[config.mk]
export PLATFORM = sky130hd
export DESIGN_NAME = balance_safety_supervisor_top
export DESIGN_NICKNAME = d
export VERILOG_FILES = /design/src/rtl/core/bss_pkg.sv /design/src/rtl/core/bss_regs.sv /design/src/rtl/core/bss_prep.sv /design/src/rtl/core/bss_eval.sv /design/src/rtl/core/balance_safety_supervisor_top.sv
export SDC_FILE = /design/constraint.sdc
export NUM_CORES = 2
export LEC_CHECK = 0
export BUFFER_PORTS_ARGS = -buffer_cell sky130_fd_sc_hd__buf_4
export CAP_MARGIN = 20
export CELL_PAD_IN_SITES_DETAIL_PLACEMENT = 1
export CELL_PAD_IN_SITES_GLOBAL_PLACEMENT = 1
export CORE_AREA = 2 2 262 264
export DETAILED_ROUTE_END_ITERATION = 8
export DIE_AREA = 0 0 264 266
export PLACE_DENSITY = 0.95
export REMOVE_ABC_BUFFERS = 1
export SLEW_MARGIN = 20
export SYNTH_ARGS = -nofsm -noshare
export SYNTH_HDL_FRONTEND = slang
export SYNTH_HIERARCHICAL = 1
export SYNTH_SLANG_ARGS = --single-unit
[constraint.sdc]
create_clock -name clk -period 14.22 [get_ports clk]
set_input_delay 0.711 -clock clk [delete_from_list [all_inputs] [get_ports clk]]
set_output_delay 0.711 -clock clk [all_outputs]
set_load 0.03 [all_outputs]
[src/rtl/core/bss_pkg.sv]
// Package with the shared types, codes and reset values of the balance safety supervisor.
`timescale 1ns / 1ps

package bss_pkg;

  localparam int NumWheelsDefault = 2;

  localparam int AddrW = 5;
  localparam int DataW = 32;

  localparam int StepW = 24;

  typedef enum logic [1:0] {
    KIND_EVAL  = 2'd0,
    KIND_LIMIT = 2'd1,
    KIND_CLEAR = 2'd2
  } kind_t;

  typedef enum logic [2:0] {
    REG_LATCH_ENABLE = 3'd0,
    REG_FALL_ANGLE   = 3'd1,
    REG_FALL_HOLD    = 3'd2,
    REG_IMU_TIMEOUT  = 3'd3,
    REG_CMD_TIMEOUT  = 3'd4,
    REG_EFFORT_LIM   = 3'd5,
    REG_SLEW_LIM     = 3'd6
  } reg_idx_t;

  localparam int FaultImu  = 0;
  localparam int FaultFall = 1;
  localparam int FaultCmd  = 2;

  localparam logic        LatchEnableRst  = 1'b0;
  localparam logic [14:0] FallAngleRst    = 15'd2867;
  localparam logic [15:0] FallHoldRst     = 16'd200;
  localparam logic [15:0] ImuTimeoutRst   = 16'd50;
  localparam logic [15:0] CmdTimeoutRst   = 16'd500;
  localparam logic [14:0] MaxEffortRst    = 15'd32767;
  localparam logic [23:0] MaxSlewRst      = 24'd16777215;

  typedef struct packed {
    logic        latch_enable;
    logic [14:0] fall_angle;
    logic [15:0] fall_hold;
    logic [15:0] imu_timeout;
    logic [15:0] cmd_timeout;
    logic [14:0] effort_lim;
    logic [23:0] slew_lim;
  } cfg_t;

  typedef struct packed {
    logic [1:0]       kind;
    logic [31:0]      now_ms;
    logic             wheel;
    logic [15:0]      desired;
    logic             imu_fail;
    logic             cmd_late;
    logic             tilt;
    logic [StepW-1:0] step;
  } item_t;

endpackage

[src/rtl/core/bss_regs.sv]
// Configuration register file behind the APB-style port.
`timescale 1ns / 1ps

module bss_regs (
  input  logic                 clk,
  input  logic                 rst,
  input  logic                 psel,
  input  logic                 penable,
  input  logic                 pwrite,
  input  logic [bss_pkg::AddrW-1:0] paddr,
  input  logic [bss_pkg::DataW-1:0] pwdata,
  output logic [bss_pkg::DataW-1:0] prdata,
  output logic                 pready,
  output bss_pkg::cfg_t        cfg,
  output logic                 latch_clr
);
  import bss_pkg::*;

  logic     wr_en;
  reg_idx_t idx;

  assign pready = 1'b1;
  assign wr_en  = psel && penable && pwrite;
  assign idx    = reg_idx_t'(paddr[AddrW-1:2]);

  assign latch_clr = wr_en && (idx == REG_LATCH_ENABLE) && !pwdata[0];

  always_ff @(posedge clk) begin
    if (rst) begin
      cfg.latch_enable <= LatchEnableRst;
      cfg.fall_angle   <= FallAngleRst;
      cfg.fall_hold    <= FallHoldRst;
      cfg.imu_timeout  <= ImuTimeoutRst;
      cfg.cmd_timeout  <= CmdTimeoutRst;
      cfg.effort_lim   <= MaxEffortRst;
      cfg.slew_lim     <= MaxSlewRst;
    end else if (wr_en) begin
      case (idx)
        REG_LATCH_ENABLE: cfg.latch_enable <= pwdata[0];
        REG_FALL_ANGLE:   cfg.fall_angle   <= pwdata[14:0];
        REG_FALL_HOLD:    cfg.fall_hold    <= pwdata[15:0];
        REG_IMU_TIMEOUT:  cfg.imu_timeout  <= pwdata[15:0];
        REG_CMD_TIMEOUT:  cfg.cmd_timeout  <= pwdata[15:0];
        REG_EFFORT_LIM:   cfg.effort_lim   <= pwdata[14:0];
        REG_SLEW_LIM:     cfg.slew_lim     <= pwdata[23:0];
        default: ;
      endcase
    end
  end

  always_comb begin
    prdata = '0;
    case (idx)
      REG_LATCH_ENABLE: prdata = DataW'(cfg.latch_enable);
      REG_FALL_ANGLE:   prdata = DataW'(cfg.fall_angle);
      REG_FALL_HOLD:    prdata = DataW'(cfg.fall_hold);
      REG_IMU_TIMEOUT:  prdata = DataW'(cfg.imu_timeout);
      REG_CMD_TIMEOUT:  prdata = DataW'(cfg.cmd_timeout);
      REG_EFFORT_LIM:   prdata = DataW'(cfg.effort_lim);
      REG_SLEW_LIM:     prdata = DataW'(cfg.slew_lim);
      default:          prdata = '0;
    endcase
  end

endmodule

[src/rtl/core/bss_prep.sv]
// Input register stage that also precomputes ages, tilt and the slew step.
`timescale 1ns / 1ps

module bss_prep (
  input  logic           clk,
  input  logic           rst,
  input  logic           in_valid,
  output logic           in_ready,
  input  logic [1:0]     kind,
  input  logic [15:0]    pitch,
  input  logic           imu_ok,
  input  logic [31:0]    now_ms,
  input  logic [31:0]    imu_stamp,
  input  logic [31:0]    cmd_stamp,
  input  logic           wheel,
  input  logic [15:0]    desired,
  input  logic [15:0]    dt,
  input  bss_pkg::cfg_t  cfg,
  input  logic           down_ready,
  output logic           item_valid,
  output bss_pkg::item_t item
);
  import bss_pkg::*;

  logic [16:0] pitch_x;
  logic [16:0] mag;
  logic [31:0] imu_age;
  logic [31:0] cmd_age;
  logic [39:0] prod;
  item_t       item_next;

  assign in_ready = !item_valid || down_ready;

  always_comb begin
    pitch_x = {pitch[15], pitch};
    mag     = pitch[15] ? 17'(-pitch_x) : pitch_x;
    imu_age = now_ms - imu_stamp;
    cmd_age = now_ms - cmd_stamp;
    prod    = 40'(cfg.slew_lim) * 40'(dt);

    item_next.kind     = kind;
    item_next.now_ms   = now_ms;
    item_next.wheel    = wheel;
    item_next.desired  = desired;
    item_next.imu_fail = !imu_ok || (!imu_age[31] && (imu_age > 32'(cfg.imu_timeout)));
    item_next.cmd_late = (cmd_stamp != '0) && !cmd_age[31]
                         && (cmd_age > 32'(cfg.cmd_timeout));
    item_next.tilt     = mag > 17'(cfg.fall_angle);
    item_next.step     = prod[39:16];
  end

  always_ff @(posedge clk) begin
    if (rst) begin
      item_valid <= 1'b0;
    end else if (in_ready) begin
      item_valid <= in_valid;
    end
  end

  always_ff @(posedge clk) begin
    if (in_valid && in_ready) begin
      item <= item_next;
    end
  end

endmodule

[src/rtl/core/bss_eval.sv]
// Fault evaluation, effort limiting, supervisor state and the result register.
`timescale 1ns / 1ps

module bss_eval #(
  parameter int NUM_WHEELS = bss_pkg::NumWheelsDefault
) (
  input  logic           clk,
  input  logic           rst,
  input  bss_pkg::cfg_t  cfg,
  input  logic           latch_clr,
  input  logic           item_valid,
  input  bss_pkg::item_t item,
  output logic           down_ready,
  output logic           out_valid,
  input  logic           out_ready,
  output logic [2:0]     fault_flags,
  output logic [15:0]    out_effort
);
  import bss_pkg::*;

  logic [2:0]  fault_now;
  logic [2:0]  fault_now_next;
  logic [1:0]  latched;
  logic [1:0]  latched_next;
  logic        fall_timing;
  logic        fall_timing_next;
  logic [31:0] fall_start;
  logic [31:0] fall_start_next;
  logic [15:0] last_output [NUM_WHEELS];
  logic [15:0] last_output_next [NUM_WHEELS];
  logic [15:0] effort_next;

  logic               go;
  logic [2:0]         f;
  logic [31:0]        fall_age;
  logic               in_range;
  logic [15:0]        last;
  logic signed [16:0] want;
  logic signed [16:0] lim;
  logic signed [16:0] clamped;
  logic signed [24:0] delta;
  logic signed [24:0] step_s;
  logic signed [24:0] last_w;

  assign down_ready = !out_valid || out_ready;
  assign go         = item_valid && down_ready;

  always_comb begin
    fault_now_next   = fault_now;
    latched_next     = latch_clr ? 2'b00 : latched;
    fall_timing_next = fall_timing;
    fall_start_next  = fall_start;
    for (int i = 0; i < NUM_WHEELS; i++) begin
      last_output_next[i] = last_output[i];
    end
    effort_next = '0;

    f        = '0;
    fall_age = item.now_ms - fall_start;
    in_range = int'(item.wheel) < NUM_WHEELS;
    last     = '0;
    for (int i = 0; i < NUM_WHEELS; i++) begin
      if (int'(item.wheel) == i) begin
        last = last_output[i];
      end
    end

    want    = $signed({item.desired[15], item.desired});
    lim     = $signed({2'b00, cfg.effort_lim});
    if (want > lim) begin
      clamped = lim;
    end else if (want < -lim) begin
      clamped = -lim;
    end else begin
      clamped = want;
    end
    step_s = $signed({1'b0, item.step});
    last_w = $signed({{9{last[15]}}, last});
    delta  = $signed({{8{clamped[16]}}, clamped}) - last_w;

    if (go) begin
      case (item.kind)
        KIND_EVAL: begin
          f[FaultImu] = item.imu_fail;
          if (item.tilt) begin
            if (!fall_timing) begin
              fall_timing_next = 1'b1;
              fall_start_next  = item.now_ms;
            end else if (!fall_age[31] && (fall_age >= 32'(cfg.fall_hold))) begin
              f[FaultFall] = 1'b1;
            end
          end else begin
            fall_timing_next = 1'b0;
          end
          f[FaultCmd] = item.cmd_late;
          if (cfg.latch_enable) begin
            latched_next = latched | f[1:0];
            f[1:0]       = f[1:0] | latched_next;
          end
          fault_now_next = f;
        end
        KIND_LIMIT: begin
          if (in_range) begin
            if (fault_now[FaultImu] || fault_now[FaultFall]) begin
              effort_next = '0;
            end else if (delta > step_s) begin
              effort_next = 16'(last_w + step_s);
            end else if (delta < -step_s) begin
              effort_next = 16'(last_w - step_s);
            end else begin
              effort_next = clamped[15:0];
            end
            for (int i = 0; i < NUM_WHEELS; i++) begin
              if (int'(item.wheel) == i) begin
                last_output_next[i] = effort_next;
              end
            end
          end
        end
        KIND_CLEAR: begin
          latched_next     = 2'b00;
          fall_timing_next = 1'b0;
          for (int i = 0; i < NUM_WHEELS; i++) begin
            last_output_next[i] = '0;
          end
        end
        default: ;
      endcase
    end
  end

  always_ff @(posedge clk) begin
    if (rst) begin
      fault_now   <= '0;
      latched     <= '0;
      fall_timing <= 1'b0;
      out_valid   <= 1'b0;
      for (int i = 0; i < NUM_WHEELS; i++) begin
        last_output[i] <= '0;
      end
    end else begin
      fault_now   <= fault_now_next;
      latched     <= latched_next;
      fall_timing <= fall_timing_next;
      for (int i = 0; i < NUM_WHEELS; i++) begin
        last_output[i] <= last_output_next[i];
      end
      if (down_ready) begin
        out_valid <= item_valid;
      end
    end
  end

  always_ff @(posedge clk) begin
    fall_start <= fall_start_next;
    if (go) begin
      fault_flags <= fault_now_next;
      out_effort  <= effort_next;
    end
  end

endmodule

[src/rtl/core/balance_safety_supervisor_top.sv]
// Top level of the balance safety supervisor.
//
//   Channel   Direction  Handshake           Payload
//   input     in         in_valid/in_ready   kind pitch imu_ok now_ms imu_stamp cmd_stamp
//                                            wheel desired dt
//   result    out        out_valid/out_ready fault_flags out_effort
//   config    in         APB psel/penable    paddr pwdata prdata pready
//
// Each transfer goes from input to result through the input register, where ages, tilt
// and the slew step product are formed, and then through fault and limit logic into the
// result register. A new input transfer is taken every cycle while results drain.
// Synchronous reset clears control state and the supervisor state; no clearing pass.
// When out_ready is low the result is held and the input register holds one more item.
`timescale 1ns / 1ps

module balance_safety_supervisor_top #(
  parameter int NUM_WHEELS = bss_pkg::NumWheelsDefault
) (
  input  logic        clk,
  input  logic        rst,
  input  logic        in_valid,
  output logic        in_ready,
  input  logic [1:0]  kind,
  input  logic [15:0] pitch,
  input  logic        imu_ok,
  input  logic [31:0] now_ms,
  input  logic [31:0] imu_stamp,
  input  logic [31:0] cmd_stamp,
  input  logic        wheel,
  input  logic [15:0] desired,
  input  logic [15:0] dt,
  output logic        out_valid,
  input  logic        out_ready,
  output logic [2:0]  fault_flags,
  output logic [15:0] out_effort,
  input  logic        psel,
  input  logic        penable,
  input  logic        pwrite,
  input  logic [bss_pkg::AddrW-1:0] paddr,
  input  logic [bss_pkg::DataW-1:0] pwdata,
  output logic [bss_pkg::DataW-1:0] prdata,
  output logic        pready
);
  import bss_pkg::*;

  cfg_t  cfg;
  logic  latch_clr;
  logic  down_ready;
  logic  item_valid;
  item_t item;

  bss_regs u_regs (
    .clk       (clk),
    .rst       (rst),
    .psel      (psel),
    .penable   (penable),
    .pwrite    (pwrite),
    .paddr     (paddr),
    .pwdata    (pwdata),
    .prdata    (prdata),
    .pready    (pready),
    .cfg       (cfg),
    .latch_clr (latch_clr)
  );

  bss_prep u_prep (
    .clk        (clk),
    .rst        (rst),
    .in_valid   (in_valid),
    .in_ready   (in_ready),
    .kind       (kind),
    .pitch      (pitch),
    .imu_ok     (imu_ok),
    .now_ms     (now_ms),
    .imu_stamp  (imu_stamp),
    .cmd_stamp  (cmd_stamp),
    .wheel      (wheel),
    .desired    (desired),
    .dt         (dt),
    .cfg        (cfg),
    .down_ready (down_ready),
    .item_valid (item_valid),
    .item       (item)
  );

  bss_eval #(
    .NUM_WHEELS (NUM_WHEELS)
  ) u_eval (
    .clk         (clk),
    .rst         (rst),
    .cfg         (cfg),
    .latch_clr   (latch_clr),
    .item_valid  (item_valid),
    .item        (item),
    .down_ready  (down_ready),
    .out_valid   (out_valid),
    .out_ready   (out_ready),
    .fault_flags (fault_flags),
    .out_effort  (out_effort)
  );

endmodule
After elaboration in Yosys (flattened, before gate mapping)
Memory sizes are Yosys's and may differ from the RTL's.
Index checks and enable logic that the tools add are counted.
{ "classes": {"n_mul": 1, "magnitude_cmp": 8, "n_bitwise": 5, "addsub": 9, "muxes": 31, "eq_ne": 8, "reduce_logical": 34} }
{ "op_table": {"columns": ["op", "count"], "rows": [
  ["$pmux W24 S7", 1],
  ["$mux W16", 8],
  ["$sub A32 B32 Y32", 3],
  ["$gt A32 B16 Y1", 2],
  ["$pmux W32 S2", 1],
  ["$mux W17", 3],
  ["$mul A24 B16 Y40", 1],
  ["$ge A32 B16 Y1", 1],
  ["$mux W32", 1],
  ["$reduce_bool A32 Y1", 1],
  ["$gt A18 B25 Y1", 1],
  ["$lt A18 B25 Y1", 1],
  ["$neg A24 Y25", 1],
  ["$sub A17 B16 Y18", 1],
  ["$gt A17 B15 Y1", 1],
  ["$lt A16 B17 Y1", 1],
  ["$neg A15 Y17", 1],
  ["$neg A17 Y17", 1],
  ["$add A16 B16 Y16", 1],
  ["$gt A16 B16 Y1", 1],
  ["$reduce_and A2 Y1", 8],
  ["$sub A16 B16 Y16", 1],
  ["$logic_and A1 B1 Y1", 10],
  ["$eq A3 B3 Y1 const B", 3],
  ["other kinds (18)", 42]
]} }
{ "word_totals": {"input_bits": 192, "word_cells": 120, "regBits": 240, "ramBits": 32, "out_inout_bits": 54, "memories": 1} }
{ "mem_list": {"columns": ["name", "depth", "width", "read_ports", "rd_clocked_by_memory_dff", "wr", "line_no", "source"], "rows": [
  ["u_eval.last_output", 2, 16, 2, 0, 2, "bss_eval.sv:29", "logic [15:0] last_output [NUM_WHEELS];"]
]} }

Longest topological paths before layout
{ "logic_depth": {"ltp_word": 13, "ltp_mapped": 42, "depth_no_buf": 39} }

Cells and area by module
Netlist, hierarchy kept.
{ "modules_own_cells": {"columns": ["mod", "instances", "cells_each", "area_each_um2", "seq_area_each_um2"], "rows": [
  ["bss_prep", 1, 2156, 19114.6, 2362.3],
  ["bss_eval", 1, 1290, 10605.2, 2312.2],
  ["bss_regs", 1, 539, 4963.5, 2062.0]
]} }

Worst setup path before layout
Ideal clock, no wire load.
{ "synth_timing": {"path_type": "register to register", "startpoint": "register u_regs/cfg[25] (netlist name)", "endpoint": "register u_eval.out_effort[5] (data pin)", "setup_ps": 266, "t_arrival_ps": 7824, "t_required_ps": 13954, "stages_incl_launch_ff": 42, "period_less_slack_ps": 8090, "n_path_buf": 4, "setup_slack_ps": 6130, "path_cell_list": "dfxtp_1 > inv_1 > ha_1 > nor3b_4 > nand2_2 > or3_4 > or3_4 > or3_4 > xnor2_1 > ha_1 > a21oi_1 > o21ai_0 > o22ai_1 > a31oi_1 > clkbuf_1 > buf_4 > nand2_1 > mux2i_1 > (+6 left out) > o311a_1 > nor2_1 > a211o_1 > o21bai_1 > a21oi_1 > xnor2_1 > ha_1 > a21o_1 > a21o_1 > a21oi_1 > o21ai_0 > nand2b_1 > and3_1 > buf_2 > buf_2 > a221o_1 > a22oi_1 > nor2_1"} }
{ "synth_between": {"elab_chain_len": 9, "word_cells_on_any_way": 11, "cone_classes": "add/sub (2); order compare (4); mux (5)"} }
{ "synth_rtl": {"columns": ["element", "line_no", "source"], "rows": [
  ["$neg A15 Y17", "bss_eval.sv:72, bss_eval.sv:73", null],
  ["$lt A16 B17 Y1", "bss_eval.sv:72", "end else if (want < -lim) begin"],
  ["$mux W17", "bss_eval.sv:72", null],
  ["$mux W17 (*)", "bss_eval.sv:70", "if (want > lim) begin"],
  ["$sub A17 B16 Y18", "bss_eval.sv:79", "delta = $signed({{8{clamped[16]}}, clamped}) - last_w;"],
  ["$lt A18 B25 Y1", "bss_eval.sv:108", "end else if (delta < -step_s) begin"],
  ["$mux W16", "bss_eval.sv:108", null],
  ["$mux W16 (*)", "bss_eval.sv:106", "end else if (delta > step_s) begin"],
  ["$mux W16 (*)", "bss_eval.sv:104", "if (fault_now[FaultImu] || fault_now[FaultFall]) begin"],
  ["end signal: assignment", "bss_eval.sv:158", "out_effort <= effort_next;"],
  ["end: declaration", "bss_eval.sv:17", "output logic [15:0] out_effort"]
]} }
Mark *: on every way between the ends. The rest lies on a longest branch, timed or not.
A chain may end at the register's enable or synchronous reset.

Final worst setup path
{ "layout_timing": {"startpoint": "register u_regs/cfg[25] (netlist name)", "endpoint": "register u_eval.out_effort[2] (data pin)"} }
{ "layout_between": {"elab_chain_len": 9, "word_cells_on_any_way": 11, "cone_classes": "add/sub (2); order compare (4); mux (5)"} }
{ "layout_rtl": {"columns": ["element", "line_no"], "rows": [
  ["$neg A15 Y17", "bss_eval.sv:72, bss_eval.sv:73"],
  ["$lt A16 B17 Y1", "bss_eval.sv:72"],
  ["$mux W17", "bss_eval.sv:72"],
  ["$mux W17 (*)", "bss_eval.sv:70"],
  ["$sub A17 B16 Y18", "bss_eval.sv:79"],
  ["$lt A18 B25 Y1", "bss_eval.sv:108"],
  ["$mux W16", "bss_eval.sv:108"],
  ["$mux W16 (*)", "bss_eval.sv:106"],
  ["$mux W16 (*)", "bss_eval.sv:104"]
]} }
Marks and branches as above.

==> flow_summary.yaml <==
routing:
  dr.pass1.iters: 7
  drtIter0Drc: 3407
  routedWlPerCell_um: 28.08
  ant_nets: 0
  vias: 33323
  viasPerCell: 6.617
  route.detailed.drc: 0
  wirelength_um: 141400
critical_path:
  critPathMaxStageDelay_ps: 610
  critical_path_peak_fanout: 26
  critPathKind: "reg -> reg"
  arrival_ps: 11090
  slowest_stage: "nand3_1"
  startpoint_type: "flip-flop"
  cp_common_cell: "a21oi_1"
  cp-end-kind: "flip-flop"
  cp.required_ps: 14490
grt:
  grt_pass1_vias: 36180
  grt-ovfl-total: 0
  grt_pass1_wl_um: 211100
  grt_max_degree: 99
  antenna_found_initial: 14
  track_usage_pct: 39.14
clocking:
  postCtsResizedCells: 0
  clk_latency_ps: 580
  cts_made_buffers: 34
  path_clk_slew_ps: 60
  clockBufferDepth: 3
  cts_tree: "yes"
  root_buffer: "clkbuf_16"
  htree_num_levels: 2
  cts_setup_buffers: 0
  ctsHoldBuffers: 0
  cts_sinks: 272
logic_synthesis:
  synth-compound-area-share_pct: 15.27
  ys_seq_area_share_pct: 19.42
  synth_cell_types: 102
  synth_mux_area_share_pct: 4.203
  syn_area_per_cell_um2: 8.703
  yosysWarnings: 6
  synth_flop_cell: "dfxtp_1"
  synthesis.area_um2: 34680
  synth-xor-area-share_pct: 3.763
  async_reset_ff_share_pct: 0
  synth_edf_count: 129
  synth_simple_gate_area_share_pct: 16.57
  syn-instance-count: 3985
  synth-seq-cells: 272
  synth_fa_ha_area_share_pct: 31.95
  synth_top_family_by_area: "adder cells"
die:
  die_w_um: 264
  ios: 246
  coreArea_um2: 67750
  dieArea_um2: 70220
  start_util_pct: 51.20
  die_h_um: 266
  placementRows: 96
placement:
  dp_hpwl_um: 105100
  port_buffers: 226
  place.gp.congestion: 0.9631
timing:
  max_slew_margin_pct: 20.21
  rsz0062_at_grt: "no"
  fin_crit_ps: 10820
  worst_slew_pin_slew_ps: 1194
  hold_violations: 0
  drv_slew: 0
  tns_ps: 0
  fin_hold_ws_ps: 314.7
  max_freq_mhz: 92.44
  clock_skew_ps: 43.54
  period_share_pct: 76.07
  setup-violations-final: 0
final_layout:
  area_growth_syn_to_layout_pct: 10.24
  multi_input_area_um2: 24960
  nNetsFinal: 5011
  drive_gt1_share_pct: 9.288
  seqCellArea_um2: 6736
  fillers: 7959
pwr:
  p_per_area_nw_per_um2: 260.1
  power.static_leakage_nw: 18.44
  vdd_drop_max_mv: 0.5262
job:
  cap_violations: 0
run_status:
  status: "complete, no violations"
hold_path:
  min_path_type: "in -> reg"
[synthesized netlist by cell type, types with 13 or more instances]
library cell	n	area share, %
a211oi_1	25	0.54
a21o_1	75	1.6
a21oi_1	198	2.9
a221o_1	18	0.52
a221oi_1	25	0.63
a22o_1	13	0.33
a22oi_1	19	0.41
a2bb2oi_1	15	0.38
a31oi_1	26	0.47
and2_1	174	3.1
and3_1	15	0.27
buf_2	20	0.29
buf_4	16	0.35
clkbuf_1	115	1.2
dfxtp_1	143	8.3
edfxtp_1	129	11
fa_1	311	18
ha_1	388	14
inv_1	617	6.7
mux2_2	21	0.68
mux2i_1	122	3.5
nand2_1	379	4.1
nand2b_1	65	1.2
nand3_1	64	0.92
nand4_1	41	0.74
nor2_1	226	2.4
nor2b_1	58	1.0
nor3_1	39	0.56
nor4_1	23	0.41
o211ai_1	25	0.54
o21a_1	26	0.56
o21ai_0	149	2.2
o21bai_1	17	0.37
o22ai_1	15	0.27
o31ai_1	25	0.54
xnor2_1	107	2.7
xor2_1	42	1.1
[layout make-up]
class                           instances  area share [%]
Clock inverter                         12          0.4647
Tap cell                              882           2.886
Multi-Input combinational cell       2942           65.28
Clock buffer                           49           2.589
Timing Repair Buffer                  252           5.033
Antenna cell                            9         0.05890
Inverter                              618           6.067
Sequential cell                       272           17.62
[final timing paths]
check	from	end	slack [ps]	depth (start not counted)
worst min-delay path	kind[0]	u_prep/item[76]	310	1
worst min register to register	u_eval/last_output[0][3]	u_eval/last_output[0][3]	450	2
worst max register to register	u_regs/cfg[25]	u_eval/out_effort[2]	3400	40
worst max-delay path	u_regs/cfg[25]	u_eval/out_effort[2]	3400	40
[layout by cell type (no fill, tap or decap), types with 42 or more instances in the layout]
master / synthesis / routed
buf_4: 16 / 250
dfxtp_1: 143 / 143
and2_1: 174 / 173
o21ai_0: 149 / 149
mux2i_1: 122 / 122
nand2b_1: 65 / 65
a21o_1: 75 / 75
xor2_1: 42 / 42
nand2_1: 379 / 379
ha_1: 388 / 388
inv_1: 617 / 617
xnor2_1: 107 / 107
edfxtp_1: 129 / 129
nor2_1: 226 / 226
fa_1: 311 / 311
nand3_1: 64 / 64
a21oi_1: 198 / 198
nor2b_1: 58 / 58
[where the power goes]
group          leakage, nW  switching, mW  internal, mW
Clock                0.568          0.409         0.531
Combinational         15.5           5.00          2.72
Sequential            2.39         0.0789          1.20
[worst max-delay path: cells and delay by family (launching register included)]
kind / cells / cell delay, ps
fa+ha+maj: 4 / 1360
flops: 1 / 410
mux: 1 / 520
buf+inv: 3 / 570
simple gates: 13 / 3820
xor+xnor: 2 / 400
compound gates: 17 / 3420
[kinds of logic (layout without fill, tap and decap cells)]
group           count (synthesis)  in the layout
fa+ha+maj                     699            699
buf+inv                       778            931
simple gates                 1154           1154
mux                           143            143
flops                         272            272
other cells                     2             18
xor+xnor                      149            149
compound gates                788            788
[per-layer routing]
layer / global-route usage, % / up-vias / share of wire, %
met4: 26.98 / 12 / 7.3
li1: - / 13729 / -
met5: 0 / - / 0.051
met1: 45.11 / 16545 / 36
met2: 63.71 / 2232 / 46
met3: 10.44 / 805 / 10
[through the flow]
step / util, % / power [mW] / instances / setup WS (ps) / instance area [um^2]
2_1_floorplan: - / 5.759 / 3832 / 4878 / 33980
5_1_grt: 56.42 / 10.40 / 5031 / 2992 / 38220
6_report: 56.44 / 9.944 / 5036 / 3402 / 38230
4_1_cts: 56.32 / 9.611 / 5025 / 3447 / 38150
3_5_place_dp: 54.59 / 8.521 / 4964 / 3627 / 36980
3_3_place_gp: 54.59 / 7.724 / 4964 / 4146 / 36980
[sequential cells by signal, indices dropped and copies added (netlist names)]
signal	count
u_regs/cfg	103
u_prep/item	78
u_eval/fall_start	32
u_eval/last_output	32
u_eval/out_effort	16
u_eval/fault_flags	3
u_eval/fault_now	3
u_eval/latched	2
u_eval/fall_timing	1
u_eval/out_valid	1
u_prep/item_valid	1
(Power assumes the default switching activity.)
